===== config.mk =====
export PLATFORM = sky130hd
export DESIGN_NAME = metaball_field_pixel_shader
export DESIGN_NICKNAME = d
export VERILOG_FILES = /design/src/rtl/mbfps_pkg.sv /design/src/rtl/metaball_field_pixel_shader.sv /design/src/rtl/mbfps_ram.sv /design/src/rtl/mbfps_div.sv
export SDC_FILE = /design/constraint.sdc
export NUM_CORES = 2
export LEC_CHECK = 0
export BUFFER_PORTS_ARGS = -buffer_cell sky130_fd_sc_hd__buf_2
export CAP_MARGIN = 10
export CORE_ASPECT_RATIO = 2
export CORE_MARGIN = 10
export CORE_UTILIZATION = 50
export CTS_BUF_LIST = sky130_fd_sc_hd__clkbuf_8
export CTS_CLUSTER_DIAMETER = 200
export CTS_CLUSTER_SIZE = 14
export DETAILED_ROUTE_END_ITERATION = 10
export PLACE_DENSITY = 0.76
export SETUP_SLACK_MARGIN = 0.2
export SLEW_MARGIN = 25
export SYNTH_ARGS = -nofsm -noshare
export SYNTH_HDL_FRONTEND = slang
export SYNTH_SLANG_ARGS = --single-unit

===== constraint.sdc =====
create_clock -name clk -period 10.6 [get_ports clk]
set_input_delay 1.06 -clock clk [delete_from_list [all_inputs] [get_ports clk]]
set_output_delay 1.06 -clock clk [all_outputs]
set_load 0.01 [all_outputs]

===== src/rtl/mbfps_pkg.sv =====
package mbfps_pkg;

	localparam int MAX_BALLS = 16;
	localparam int BALL_AW   = $clog2(MAX_BALLS);
	localparam int CNT_W     = $clog2(MAX_BALLS + 1);
	localparam int FIELD_W   = 20;
	localparam logic [FIELD_W-1:0] FIELD_MAX = '1;
	localparam int NUM_W     = 32;

	localparam logic [1:0] FUNC_PIXEL = 2'd0;
	localparam logic [1:0] FUNC_TICK  = 2'd1;
	localparam logic [1:0] FUNC_LOAD  = 2'd2;

	localparam int CFG_AW = 3;
	localparam int CFG_DW = 20;
	localparam logic [CFG_AW-1:0] REG_ACTIVE = 3'd0;
	localparam logic [CFG_AW-1:0] REG_WIDTH  = 3'd1;
	localparam logic [CFG_AW-1:0] REG_HEIGHT = 3'd2;
	localparam logic [CFG_AW-1:0] REG_HIGH   = 3'd3;
	localparam logic [CFG_AW-1:0] REG_MID    = 3'd4;
	localparam logic [CFG_AW-1:0] REG_LOW    = 3'd5;

	typedef struct packed {
		logic signed [15:0] x;
		logic signed [15:0] y;
		logic signed [7:0]  vx;
		logic signed [7:0]  vy;
		logic [7:0]         r;
	} ball_t;

	localparam int BALL_W = $bits(ball_t);

	typedef struct packed {
		logic             start;
		logic [NUM_W-1:0] num;
		logic [NUM_W-1:0] den;
	} div_req_t;

	typedef struct packed {
		logic               done;
		logic [FIELD_W-1:0] quo;
	} div_rsp_t;

endpackage


===== src/rtl/metaball_field_pixel_shader.sv =====
// Pixel request: each active ball passes the read, square, sum and compare states, and a ball
// whose term is not zero or capped also waits in the divide state; the finish state ends it.
// Tick request: each active ball is read, then written back through the one table RAM.
// Load request: written on acceptance. One request is worked on at a time; the result register frees input.
// Reset: control and configuration registers take their reset values; table entries read as zero until loaded,
// tracked by one valid bit per entry, so no clearing pass is needed.
module metaball_field_pixel_shader (
	input  logic                      clk,
	input  logic                      arst_n,
	input  logic                      s_tvalid,
	output logic                      s_tready,
	// pixel_x, pixel_y, ball_slot, load_pos_x, load_pos_y, load_vel_x, load_vel_y, load_radius
	input  logic [79:0]               s_tdata,
	// func
	input  logic [1:0]                s_tuser,
	output logic                      m_tvalid,
	input  logic                      m_tready,
	// color_class, field_sum, zero fill
	output logic [23:0]               m_tdata,
	input  logic                      cfg_we,
	input  logic [mbfps_pkg::CFG_AW-1:0] cfg_index,
	input  logic [mbfps_pkg::CFG_DW-1:0] cfg_data
);
	import mbfps_pkg::*;

	localparam logic [2:0] ST_IDLE = 3'd0;
	localparam logic [2:0] ST_RD   = 3'd1;
	localparam logic [2:0] ST_TK   = 3'd2;
	localparam logic [2:0] ST_SQ   = 3'd3;
	localparam logic [2:0] ST_D2   = 3'd4;
	localparam logic [2:0] ST_CMP  = 3'd5;
	localparam logic [2:0] ST_DV   = 3'd6;
	localparam logic [2:0] ST_FIN  = 3'd7;

	logic [2:0]          state_q;
	logic [4:0]          active_q;
	logic [9:0]          width_q;
	logic [9:0]          height_q;
	logic [19:0]         high_q;
	logic [19:0]         mid_q;
	logic [19:0]         low_q;
	logic [MAX_BALLS-1:0] valid_q;
	logic [BALL_AW-1:0]  idx_q;
	logic [BALL_AW-1:0]  last_q;
	logic                tick_q;
	logic [9:0]          px_q;
	logic [9:0]          py_q;
	logic [FIELD_W-1:0]  sum_q;
	logic                vld_s1;
	logic [31:0]         dx2_s2;
	logic [31:0]         dy2_s2;
	logic [15:0]         rr_s2;
	logic [31:0]         d2_s3;
	logic [15:0]         rr_s3;
	logic                m_valid_q;
	logic [1:0]          cls_q;
	logic [FIELD_W-1:0]  out_sum_q;

	logic                acc;
	logic [1:0]          func;
	logic [CNT_W-1:0]    n_eff;
	logic                ram_we;
	logic [BALL_AW-1:0]  ram_waddr;
	ball_t               ram_wdata;
	ball_t               ram_rdata;
	ball_t               cur;
	ball_t               load_b;
	ball_t               tick_b;
	logic signed [16:0]  dx;
	logic signed [16:0]  dy;
	logic signed [15:0]  nx;
	logic signed [15:0]  ny;
	logic [51:0]         d2_sh;
	logic [31:0]         num;
	logic                term_go;
	logic [FIELD_W-1:0]  term;
	logic [FIELD_W:0]    sum_add;
	logic [1:0]          cls;
	logic                out_free;
	div_req_t            dreq;
	div_rsp_t            drsp;

	assign func     = s_tuser;
	assign s_tready = state_q == ST_IDLE;
	assign acc      = s_tvalid && s_tready;
	assign out_free = !m_valid_q || m_tready;
	assign n_eff    = (active_q > 5'(MAX_BALLS)) ? CNT_W'(MAX_BALLS) : CNT_W'(active_q);

	assign load_b.x  = s_tdata[39:24];
	assign load_b.y  = s_tdata[55:40];
	assign load_b.vx = s_tdata[63:56];
	assign load_b.vy = s_tdata[71:64];
	assign load_b.r  = s_tdata[79:72];

	assign cur = vld_s1 ? ram_rdata : '0;

	assign nx = cur.x + 16'(cur.vx);
	assign ny = cur.y + 16'(cur.vy);
	always_comb begin
		tick_b   = cur;
		tick_b.x = nx;
		tick_b.y = ny;
		if (nx < 0 || 17'(nx) > $signed({7'b0, width_q})) begin
			tick_b.vx = 8'(-cur.vx);
		end
		if (ny < 0 || 17'(ny) > $signed({7'b0, height_q})) begin
			tick_b.vy = 8'(-cur.vy);
		end
	end

	always_comb begin
		ram_we    = 1'b0;
		ram_waddr = idx_q;
		ram_wdata = tick_b;
		if (acc && func == FUNC_LOAD) begin
			ram_we    = 1'b1;
			ram_waddr = s_tdata[23:20];
			ram_wdata = load_b;
		end else if (state_q == ST_TK) begin
			ram_we = 1'b1;
		end
	end

	mbfps_ram #(
		.WIDTH(BALL_W),
		.DEPTH(MAX_BALLS)
	) u_table (
		.clk  (clk),
		.we   (ram_we),
		.waddr(ram_waddr),
		.wdata(ram_wdata),
		.raddr(idx_q),
		.rdata(ram_rdata)
	);

	assign dx    = $signed({7'b0, px_q}) - 17'(cur.x);
	assign dy    = $signed({7'b0, py_q}) - 17'(cur.y);
	assign num   = {rr_s3, 16'b0};
	assign d2_sh = {d2_s3, 20'b0};

	always_comb begin
		term_go = 1'b0;
		term    = '0;
		if (rr_s3 == '0) begin
			term = '0;
		end else if (d2_s3 == '0 || 52'(num) >= d2_sh) begin
			term = FIELD_MAX;
		end else begin
			term_go = 1'b1;
		end
		if (state_q == ST_DV) begin
			term = drsp.quo;
		end
	end

	assign dreq.start = state_q == ST_CMP && term_go;
	assign dreq.num   = num;
	assign dreq.den   = d2_s3;

	mbfps_div u_div (
		.clk   (clk),
		.arst_n(arst_n),
		.req   (dreq),
		.rsp   (drsp)
	);

	assign sum_add = {1'b0, sum_q} + {1'b0, term};

	always_comb begin
		if (sum_q > high_q) begin
			cls = 2'd3;
		end else if (sum_q > mid_q) begin
			cls = 2'd2;
		end else if (sum_q > low_q) begin
			cls = 2'd1;
		end else begin
			cls = 2'd0;
		end
	end

	always_ff @(posedge clk or negedge arst_n) begin
		if (!arst_n) begin
			state_q   <= ST_IDLE;
			active_q  <= 5'd2;
			width_q   <= 10'd320;
			height_q  <= 10'd240;
			high_q    <= 20'd42598;
			mid_q     <= 20'd32768;
			low_q     <= 20'd26214;
			valid_q   <= '0;
			m_valid_q <= 1'b0;
			idx_q     <= '0;
		end else begin
			if (cfg_we) begin
				unique case (cfg_index)
					REG_ACTIVE: active_q <= cfg_data[4:0];
					REG_WIDTH:  width_q  <= cfg_data[9:0];
					REG_HEIGHT: height_q <= cfg_data[9:0];
					REG_HIGH:   high_q   <= cfg_data;
					REG_MID:    mid_q    <= cfg_data;
					REG_LOW:    low_q    <= cfg_data;
					default: ;
				endcase
			end
			if (state_q == ST_FIN && out_free) begin
				m_valid_q <= 1'b1;
			end else if (m_tready) begin
				m_valid_q <= 1'b0;
			end
			if (ram_we) begin
				valid_q[ram_waddr] <= 1'b1;
			end
			unique case (state_q) inside
				ST_IDLE: begin
					idx_q <= '0;
					if (acc && (func == FUNC_PIXEL || func == FUNC_TICK)) begin
						state_q <= (n_eff == '0) ? ((func == FUNC_PIXEL) ? ST_FIN : ST_IDLE)
							: ST_RD;
					end
				end
				ST_RD:  state_q <= tick_q ? ST_TK : ST_SQ;
				ST_TK: begin
					idx_q   <= idx_q + 1'b1;
					state_q <= (idx_q == last_q) ? ST_IDLE : ST_RD;
				end
				ST_SQ:  state_q <= ST_D2;
				ST_D2:  state_q <= ST_CMP;
				ST_CMP, ST_DV: begin
					if (state_q == ST_CMP && term_go) begin
						state_q <= ST_DV;
					end else if (state_q == ST_CMP || drsp.done) begin
						idx_q   <= idx_q + 1'b1;
						state_q <= (idx_q == last_q) ? ST_FIN : ST_RD;
					end
				end
				ST_FIN: begin
					if (out_free) begin
						state_q <= ST_IDLE;
					end
				end
				default: state_q <= ST_IDLE;
			endcase
		end
	end

	always_ff @(posedge clk) begin
		vld_s1 <= valid_q[idx_q];
		if (acc) begin
			tick_q <= func == FUNC_TICK;
			px_q   <= s_tdata[9:0];
			py_q   <= s_tdata[19:10];
			last_q <= BALL_AW'(n_eff - 1'b1);
			sum_q  <= '0;
		end
		if (state_q == ST_SQ) begin
			dx2_s2 <= 32'(dx * dx);
			dy2_s2 <= 32'(dy * dy);
			rr_s2  <= cur.r * cur.r;
		end
		if (state_q == ST_D2) begin
			d2_s3 <= dx2_s2 + dy2_s2;
			rr_s3 <= rr_s2;
		end
		if ((state_q == ST_CMP && !term_go) || (state_q == ST_DV && drsp.done)) begin
			sum_q <= sum_add[FIELD_W] ? FIELD_MAX : sum_add[FIELD_W-1:0];
		end
		if (state_q == ST_FIN && out_free) begin
			cls_q     <= cls;
			out_sum_q <= sum_q;
		end
	end

	assign m_tvalid = m_valid_q;
	assign m_tdata  = {2'b0, out_sum_q, cls_q};

endmodule


===== src/rtl/mbfps_ram.sv =====
module mbfps_ram #(
	parameter int WIDTH = 8,
	parameter int DEPTH = 16
) (
	input  logic                     clk,
	input  logic                     we,
	input  logic [$clog2(DEPTH)-1:0] waddr,
	input  logic [WIDTH-1:0]         wdata,
	input  logic [$clog2(DEPTH)-1:0] raddr,
	output logic [WIDTH-1:0]         rdata
);

	logic [WIDTH-1:0] mem [DEPTH];

	always_ff @(posedge clk) begin
		if (we) begin
			mem[waddr] <= wdata;
		end
		rdata <= mem[raddr];
	end

endmodule


===== src/rtl/mbfps_div.sv =====
module mbfps_div (
	input  logic                clk,
	input  logic                arst_n,
	input  mbfps_pkg::div_req_t req,
	output mbfps_pkg::div_rsp_t rsp
);
	import mbfps_pkg::*;

	localparam int STEP_W = $clog2(FIELD_W + 1);

	logic [NUM_W-1:0]   rem_q;
	logic [NUM_W-1:0]   den_q;
	logic [FIELD_W-1:0] low_q;
	logic [FIELD_W-1:0] quo_q;
	logic [STEP_W-1:0]  cnt_q;
	logic               done_q;
	logic [NUM_W:0]     trial;
	logic               fits;

	assign trial = {rem_q, low_q[FIELD_W-1]};
	assign fits  = trial >= {1'b0, den_q};

	always_ff @(posedge clk or negedge arst_n) begin
		if (!arst_n) begin
			cnt_q  <= '0;
			done_q <= 1'b0;
		end else begin
			done_q <= 1'b0;
			if (req.start) begin
				cnt_q <= STEP_W'(FIELD_W);
			end else if (cnt_q != '0) begin
				cnt_q <= cnt_q - 1'b1;
				if (cnt_q == STEP_W'(1)) begin
					done_q <= 1'b1;
				end
			end
		end
	end

	always_ff @(posedge clk) begin
		if (req.start) begin
			rem_q <= NUM_W'(req.num[NUM_W-1:FIELD_W]);
			low_q <= req.num[FIELD_W-1:0];
			den_q <= req.den;
		end else if (cnt_q != '0) begin
			rem_q <= fits ? NUM_W'(trial - {1'b0, den_q}) : NUM_W'(trial);
			low_q <= {low_q[FIELD_W-2:0], 1'b0};
			quo_q <= {quo_q[FIELD_W-2:0], fits};
		end
	end

	assign rsp.done = done_q;
	assign rsp.quo  = quo_q;

endmodule

After elaboration in Yosys (flattened, before gate mapping)

Memory sizes are Yosys's and may differ from the RTL's. A register that Yosys moved wholly into a read port is not among the register bits.
Index checks and enable logic that the tools add are counted.

Register bits: 399
RAM bits: 896
Memories: 1

Memory list:

| memory      | depth | bits a word | rd ports | clocked after memory_dff | write ports | line            | source |
|---|---|---|---|---|---|---|---|
| u_table.mem | 16    | 56          | 1        | 1                        | 1           | mbfps_ram.sv:13 | `logic [WIDTH-1:0] mem [DEPTH];` |

Multiply operators: 3
Equal/unequal tests: 21
Bitwise gates (word level): 2
Reduce and logical (&&, ||, !) cells: 39
Mux-type cells: 49
$lt $le $gt $ge: 13
Add/subtract/negate cells: 12

Operators with widths:

| operator                                                                       | count |
|---|---|
| 20-bit two-way mux                                                             | 8 |
| 56-bit two-way mux                                                             | 2 |
| 17-bit by 17-bit multiplier with 32-bit output                                 | 2 |
| 20-bit > comparator                                                            | 3 |
| 32-bit by 52-bit greater-or-equal comparator with 1-bit output                 | 1 |
| 11-bit by 16-bit subtractor with 17-bit output                                 | 2 |
| 33-bit by 32-bit greater-or-equal comparator with 1-bit output                 | 1 |
| 16-bit by 8-bit adder with 16-bit output                                       | 2 |
| 32-bit adder                                                                   | 1 |
| 16-bit by 11-bit > comparator with 1-bit output                                | 2 |
| 32-bit logical NOT                                                             | 1 |
| 16-bit by 1-bit less-than comparator with 1-bit output (second input constant) | 2 |
| 32-bit two-way mux                                                             | 1 |
| 32-bit subtractor                                                              | 1 |
| 12-bit two-way mux                                                             | 2 |
| 20-bit by 20-bit adder with 21-bit output                                      | 1 |
| 3-bit two-way mux                                                              | 7 |
| 3-bit case mux with 7 select lines                                             | 1 |
| 3-bit equality test (second input constant)                                    | 6 |
| 1-bit two-way mux                                                              | 17 |
| 16-bit logical NOT                                                             | 1 |
| 8-bit by 8-bit multiplier with 16-bit output                                   | 1 |
| 8-bit two-way mux                                                              | 2 |
| 8-bit negation                                                                 | 2 |
| other kinds (34)                                                               | 70 |

Depth between registers and ports, before layout

Word-level depth: 9
Mapped depth: 45
Depth with buffers taken out: 37

Cells and area by module

A second synthesis with hierarchy kept.

Cell total of the unflattened synthesis: 6163
Area total of the unflattened synthesis: 80011.7 sq um

By module, submodules not included:

| module                      | area an instance (sq um) | times used | seq. area each (sq um) | cells an instance |
|---|---|---|---|---|
| metaball_field_pixel_shader | 39175.1                  | 1          | 8513.2                 | 4129 |
| mbfps_ram                   | 34678.3                  | 1          | 28026.9                | 1445 |
| mbfps_div                   | 6158.4                   | 1          | 3072.9                 | 589 |

Least setup slack after synthesis

No wires, ideal clock.

Path type: reg-to-reg
From: register vld_s1
To: register dy2_s2[31], data pin
Library setup time: 0.268 ns
Clock period less this slack: 10.118 ns
Data arrival time: 9.850 ns
Required time: 10.332 ns
Stages on the path, launching flop included: 38
Buffers on the path: 7
Path slack: 0.482 ns
Cell sequence: dfxtp_1 -> clkbuf_1 -> clkbuf_1 -> clkbuf_1 -> clkbuf_1 -> clkbuf_1 -> clkbuf_1 -> nand2_1 -> fa_1 -> a21o_1 -> a21oi_1 -> o21ai_0 -> a211oi_1 -> o21ai_0 -> a21oi_1 -> nor2_1 -> xnor2_1 -> inv_1 -> [... 2 more ...] -> fa_1 -> inv_1 -> fa_1 -> inv_1 -> fa_1 -> fa_1 -> fa_1 -> fa_1 -> inv_1 -> ha_1 -> or2_2 -> o41a_1 -> a21oi_1 -> o311ai_1 -> a2111oi_0 -> o41ai_1 -> a21oi_1 -> xnor3_1

Cells in the longest elaborated chain, start to end: 3

RTL lines:

| what                                           | line                               | source |
|---|---|---|
| start, declared                                | metaball_field_pixel_shader.sv:49  | `logic vld_s1;` |
| start signal, assigned                         | metaball_field_pixel_shader.sv:247 | `vld_s1 <= valid_q[idx_q];` |
| 56-bit two-way mux                             | metaball_field_pixel_shader.sv:95  | `assign cur = vld_s1 ? ram_rdata : '0;` |
| 11-bit by 16-bit subtractor with 17-bit output | metaball_field_pixel_shader.sv:137 | `assign dy = $signed({7'b0, py_q}) - 17'(cur.y);` |
| 17-bit by 17-bit multiplier with 32-bit output | metaball_field_pixel_shader.sv:257 | `dy2_s2 <= 32'(dy * dy);` |
| end signal, assigned                           | metaball_field_pixel_shader.sv:257 |  |
| end, declared                                  | metaball_field_pixel_shader.sv:51  | `logic [31:0] dy2_s2;` |

Every way passes these cells.
A chain may end at the register's enable or synchronous reset.

Worst setup path in the final report

From: register vld_s1
To: register dx2_s2[31], data pin

Cells in the longest elaborated chain, start to end: 3

RTL lines:

| what                                           | line                               | source |
|---|---|---|
| 56-bit two-way mux                             | metaball_field_pixel_shader.sv:95  |  |
| 11-bit by 16-bit subtractor with 17-bit output | metaball_field_pixel_shader.sv:136 | `assign dx = $signed({7'b0, px_q}) - 17'(cur.x);` |
| 17-bit by 17-bit multiplier with 32-bit output | metaball_field_pixel_shader.sv:256 | `dx2_s2 <= 32'(dx * dx);` |
| end signal, assigned                           | metaball_field_pixel_shader.sv:256 |  |
| end, declared                                  | metaball_field_pixel_shader.sv:50  | `logic [31:0] dx2_s2;` |

Every way passes these cells.

==> flow_summary_export.csv <==
group,metric,value,unit
status,status,"complete, no violations",
route,drtIter0Drc,3930,
critical_path,max_stage_delay,0.66,ns
clocking,clock-root-buffer,"clkbuf_8",
timing,worst_pin_slew,1.207,ns
clocking,cts_buffers,106,
min_path,hp-class,"primary input to async pin",
yosys,synth-edff-count,1155,
critical_path,worstRegToRegCells,33,
clocking,postCtsHoldBufs,0,
clocking,cts.path.max_buffers,3,
die,rows,205,
yosys,synth_area,78430,µm²
timing,fmax,0.1033,GHz
critical_path,critPathTopFamily,"compound AO/OA/AOI/OAI gates",
clocking,cts_tree,"built",
flow_run,max_cap_violations,0,
route,routed_wirelength,204200,µm
yosys,synth_top_family_by_area,"adder cells",
route,drt_pre_antenna_iters,8,
timing,slew_headroom,19.29,%
yosys,yosys.area_share.adder,20.62,%
cells_and_area,multi_input_area,35400,µm²
yosys,yosysUniqueCellTypes,88,
die,coreArea,156000,µm²
yosys,synthXorXnorAreaFrac,2.586,%
placed_design,port_buffers,133,
timing,grt_setup_unrepaired,"no",
cells_and_area,layout_common_cells,"edfxtp_1 (1,155), inv_1 (991), fa_1 (548)",
cells_and_area,regArea,39150,µm²
yosys,synth_area_per_cell,13.41,µm²
timing,fin_tns_setup,0,ns
critical_path,end_kind,"register",
timing,final-hold-violation-count,0,
clocking,numClockSinks,1347,
clocking,cts_htree_levels,3,
clocking,ctsResizeCount,0,
die,die_y,580.1,µm
route,wl_per_cell,24.99,µm
global_routing,grt_use_total,23.47,%
placed_design,place.gp.congestion,0.9897,
cells_and_area,drive_gt1_share,13.11,%
yosys,ys_async_sr_fraction,8.537,%
timing,layout_setup_ws,0.9155,ns
die,start_util,50.29,%
global_routing,grt_pass1_wl,307000,µm
timing,drv_slew,0,
yosys,synth_top_flop_cell,"edfxtp_1",
critical_path,crit_required,11.22,ns
global_routing,antenna_found_initial,13,
route,vias_per_cell,5.830,
critical_path,path_buf_inv,5,
cells_and_area,n_fill_cell,12758,
yosys,ys_seq_area_share,49.89,%
placed_design,pre_cts_slack,0.5308,ns
timing,finClkSkew,0.09517,ns
clocking,clkTransAtPathRegs,0.13,ns
critical_path,crit_arrival,10.30,ns
yosys,yosys.area_share.simple,6.465,%
critical_path,cp.depth,33,
timing,period_minus_slack,9.684,ns
timing,period_share,91.36,%
route,drtAntennaViolNets,0,
cells_and_area,final_common_cell,"edfxtp_1",
global_routing,grt_pass1_vias,51273,
placed_design,hpwlAfterDp,149200,µm
cells_and_area,fin_nets,7075,
die,die_w,300.1,µm
yosys,synth-seq-cells,1347,
yosys,yosys_warnings,0,
critical_path,crit_slowest_cell,"a2111oi_0",
timing,setup_viol,0,
yosys,synth_compound_area_share,5.984,%
global_routing,grt_overflow,0,
die,dieArea,174100,µm²
critical_path,path_common_cell,"fa_1",
yosys,synthMuxAreaShare,9.147,%
die,io_pins,136,
critical_path,path_class,"register to register",
critical_path,critPathMaxFanout,16,
clocking,clk-insertion-delay-late,0.90,ns
clocking,cts_setup_buffers,0,
route,drc_errors,0,
route,num_vias,47637,
critical_path,worstSetupStartpointType,"register",
cells_and_area,syn2layout_area_growth,6.995,%
global_routing,grt_max_degree,99,
yosys,synthCells,5850,
[final timing paths]
| path | slack, ns | endpoint | startpoint |
|---|---|---|---|
| max | 0.92 | dx2_s2[31] | vld_s1 |
| min | 0.17 | active_q[3] | arst_n |
| max reg2reg | 0.92 | dx2_s2[31] | vld_s1 |
| min reg2reg | 0.43 | rr_s3[4] | rr_s2[4] |
| max in group asynchronous | 8.96 | idx_q[0] | arst_n |
| min in group clk | 0.42 | px_q[7] | s_tdata[7] |
[through the flow]
| step | utilization, % | cells | instance area (µm²) | hold WS, ns |
|---|---|---|---|---|
| floorplan | - | 5851 | 78440 | 0.4003 |
| global placement | 52.52 | 7962 | 81900 | 0.4060 |
| detailed placement | 52.54 | 7963 | 81930 | 0.4054 |
| CTS | 53.77 | 8164 | 83850 | 0.1623 |
| global route | 53.80 | 8166 | 83910 | 0.2050 |
| finish | 53.81 | 8171 | 83920 | 0.1688 |
[metal layers]
metal	global-route usage (%)	up-vias	part of all wire, %
li1	-	20718	-
met1	24.30	24186	32
met2	43.10	2013	54
met3	3.240	716	6.1
met4	16.13	4	8.1
met5	0	-	0.011
[synthesized netlist by cell type, drive strengths merged (30+ instances only)]
cell    count  area share (%)
edfxtp   1155              44
inv       909             4.4
fa        548              14
nand2     435             2.1
ha        416             6.6
nor2      341             1.6
mux4      285             8.2
a21oi     192             1.2
o21ai     168             1.1
xnor2     162             1.8
clkbuf    147            0.71
dfrtp      91             2.9
dfxtp      77             2.0
a21o       67            0.64
xor2       67            0.75
o21a       64            0.61
mux2       57            0.82
nor3       50            0.32
nand3      42            0.27
and3       41            0.33
and2       38            0.30
buf        38            0.20
nor2b      38            0.30
a211oi     33            0.32
o21bai     33            0.32
nand2b     30            0.24
[kinds of logic (layout without fill, tap and decap cells)]
| logic type | Yosys count | count (layout) |
|---|---|---|
| muxes | 353 | 353 |
| buffers and inverters | 1103 | 1346 |
| other | 1 | 9 |
| adders and majority gates | 964 | 964 |
| AOI/OAI and AO/OA | 726 | 726 |
| DFF | 1347 | 1347 |
| and+or+nand+nor | 1126 | 1126 |
| xor gates and xnor gates | 230 | 230 |
[flip-flops by register name, summed over array words and instances, names as in the netlist, 10 cells and up]
signal         flops
px_q              10
py_q              10
dx2_s2            31
high_q            20
sum_q             20
d2_s3             32
mid_q             20
height_q          10
u_table.mem      896
u_div.quo_q       20
rr_s3             15
valid_q           16
dy2_s2            31
out_sum_q         20
low_q             20
u_div.den_q       32
rr_s2             15
u_div.rem_q       32
width_q           10
u_table.rdata     56
[area by class of cell]
cell class              instances  share of cell area [%]
well taps                    2070                   3.086
flip-flops and latches       1347                   46.65
diodes                          7                 0.02087
multi-input cells            3401                   42.18
clock buffers                 106                   1.738
inverters                     918                   4.109
clock inverters                95                  0.5502
repair buffers                227                   1.667
Power is not shown: default switching activity piles up to over one toggle a cycle in this logic, so the estimate is an artifact.
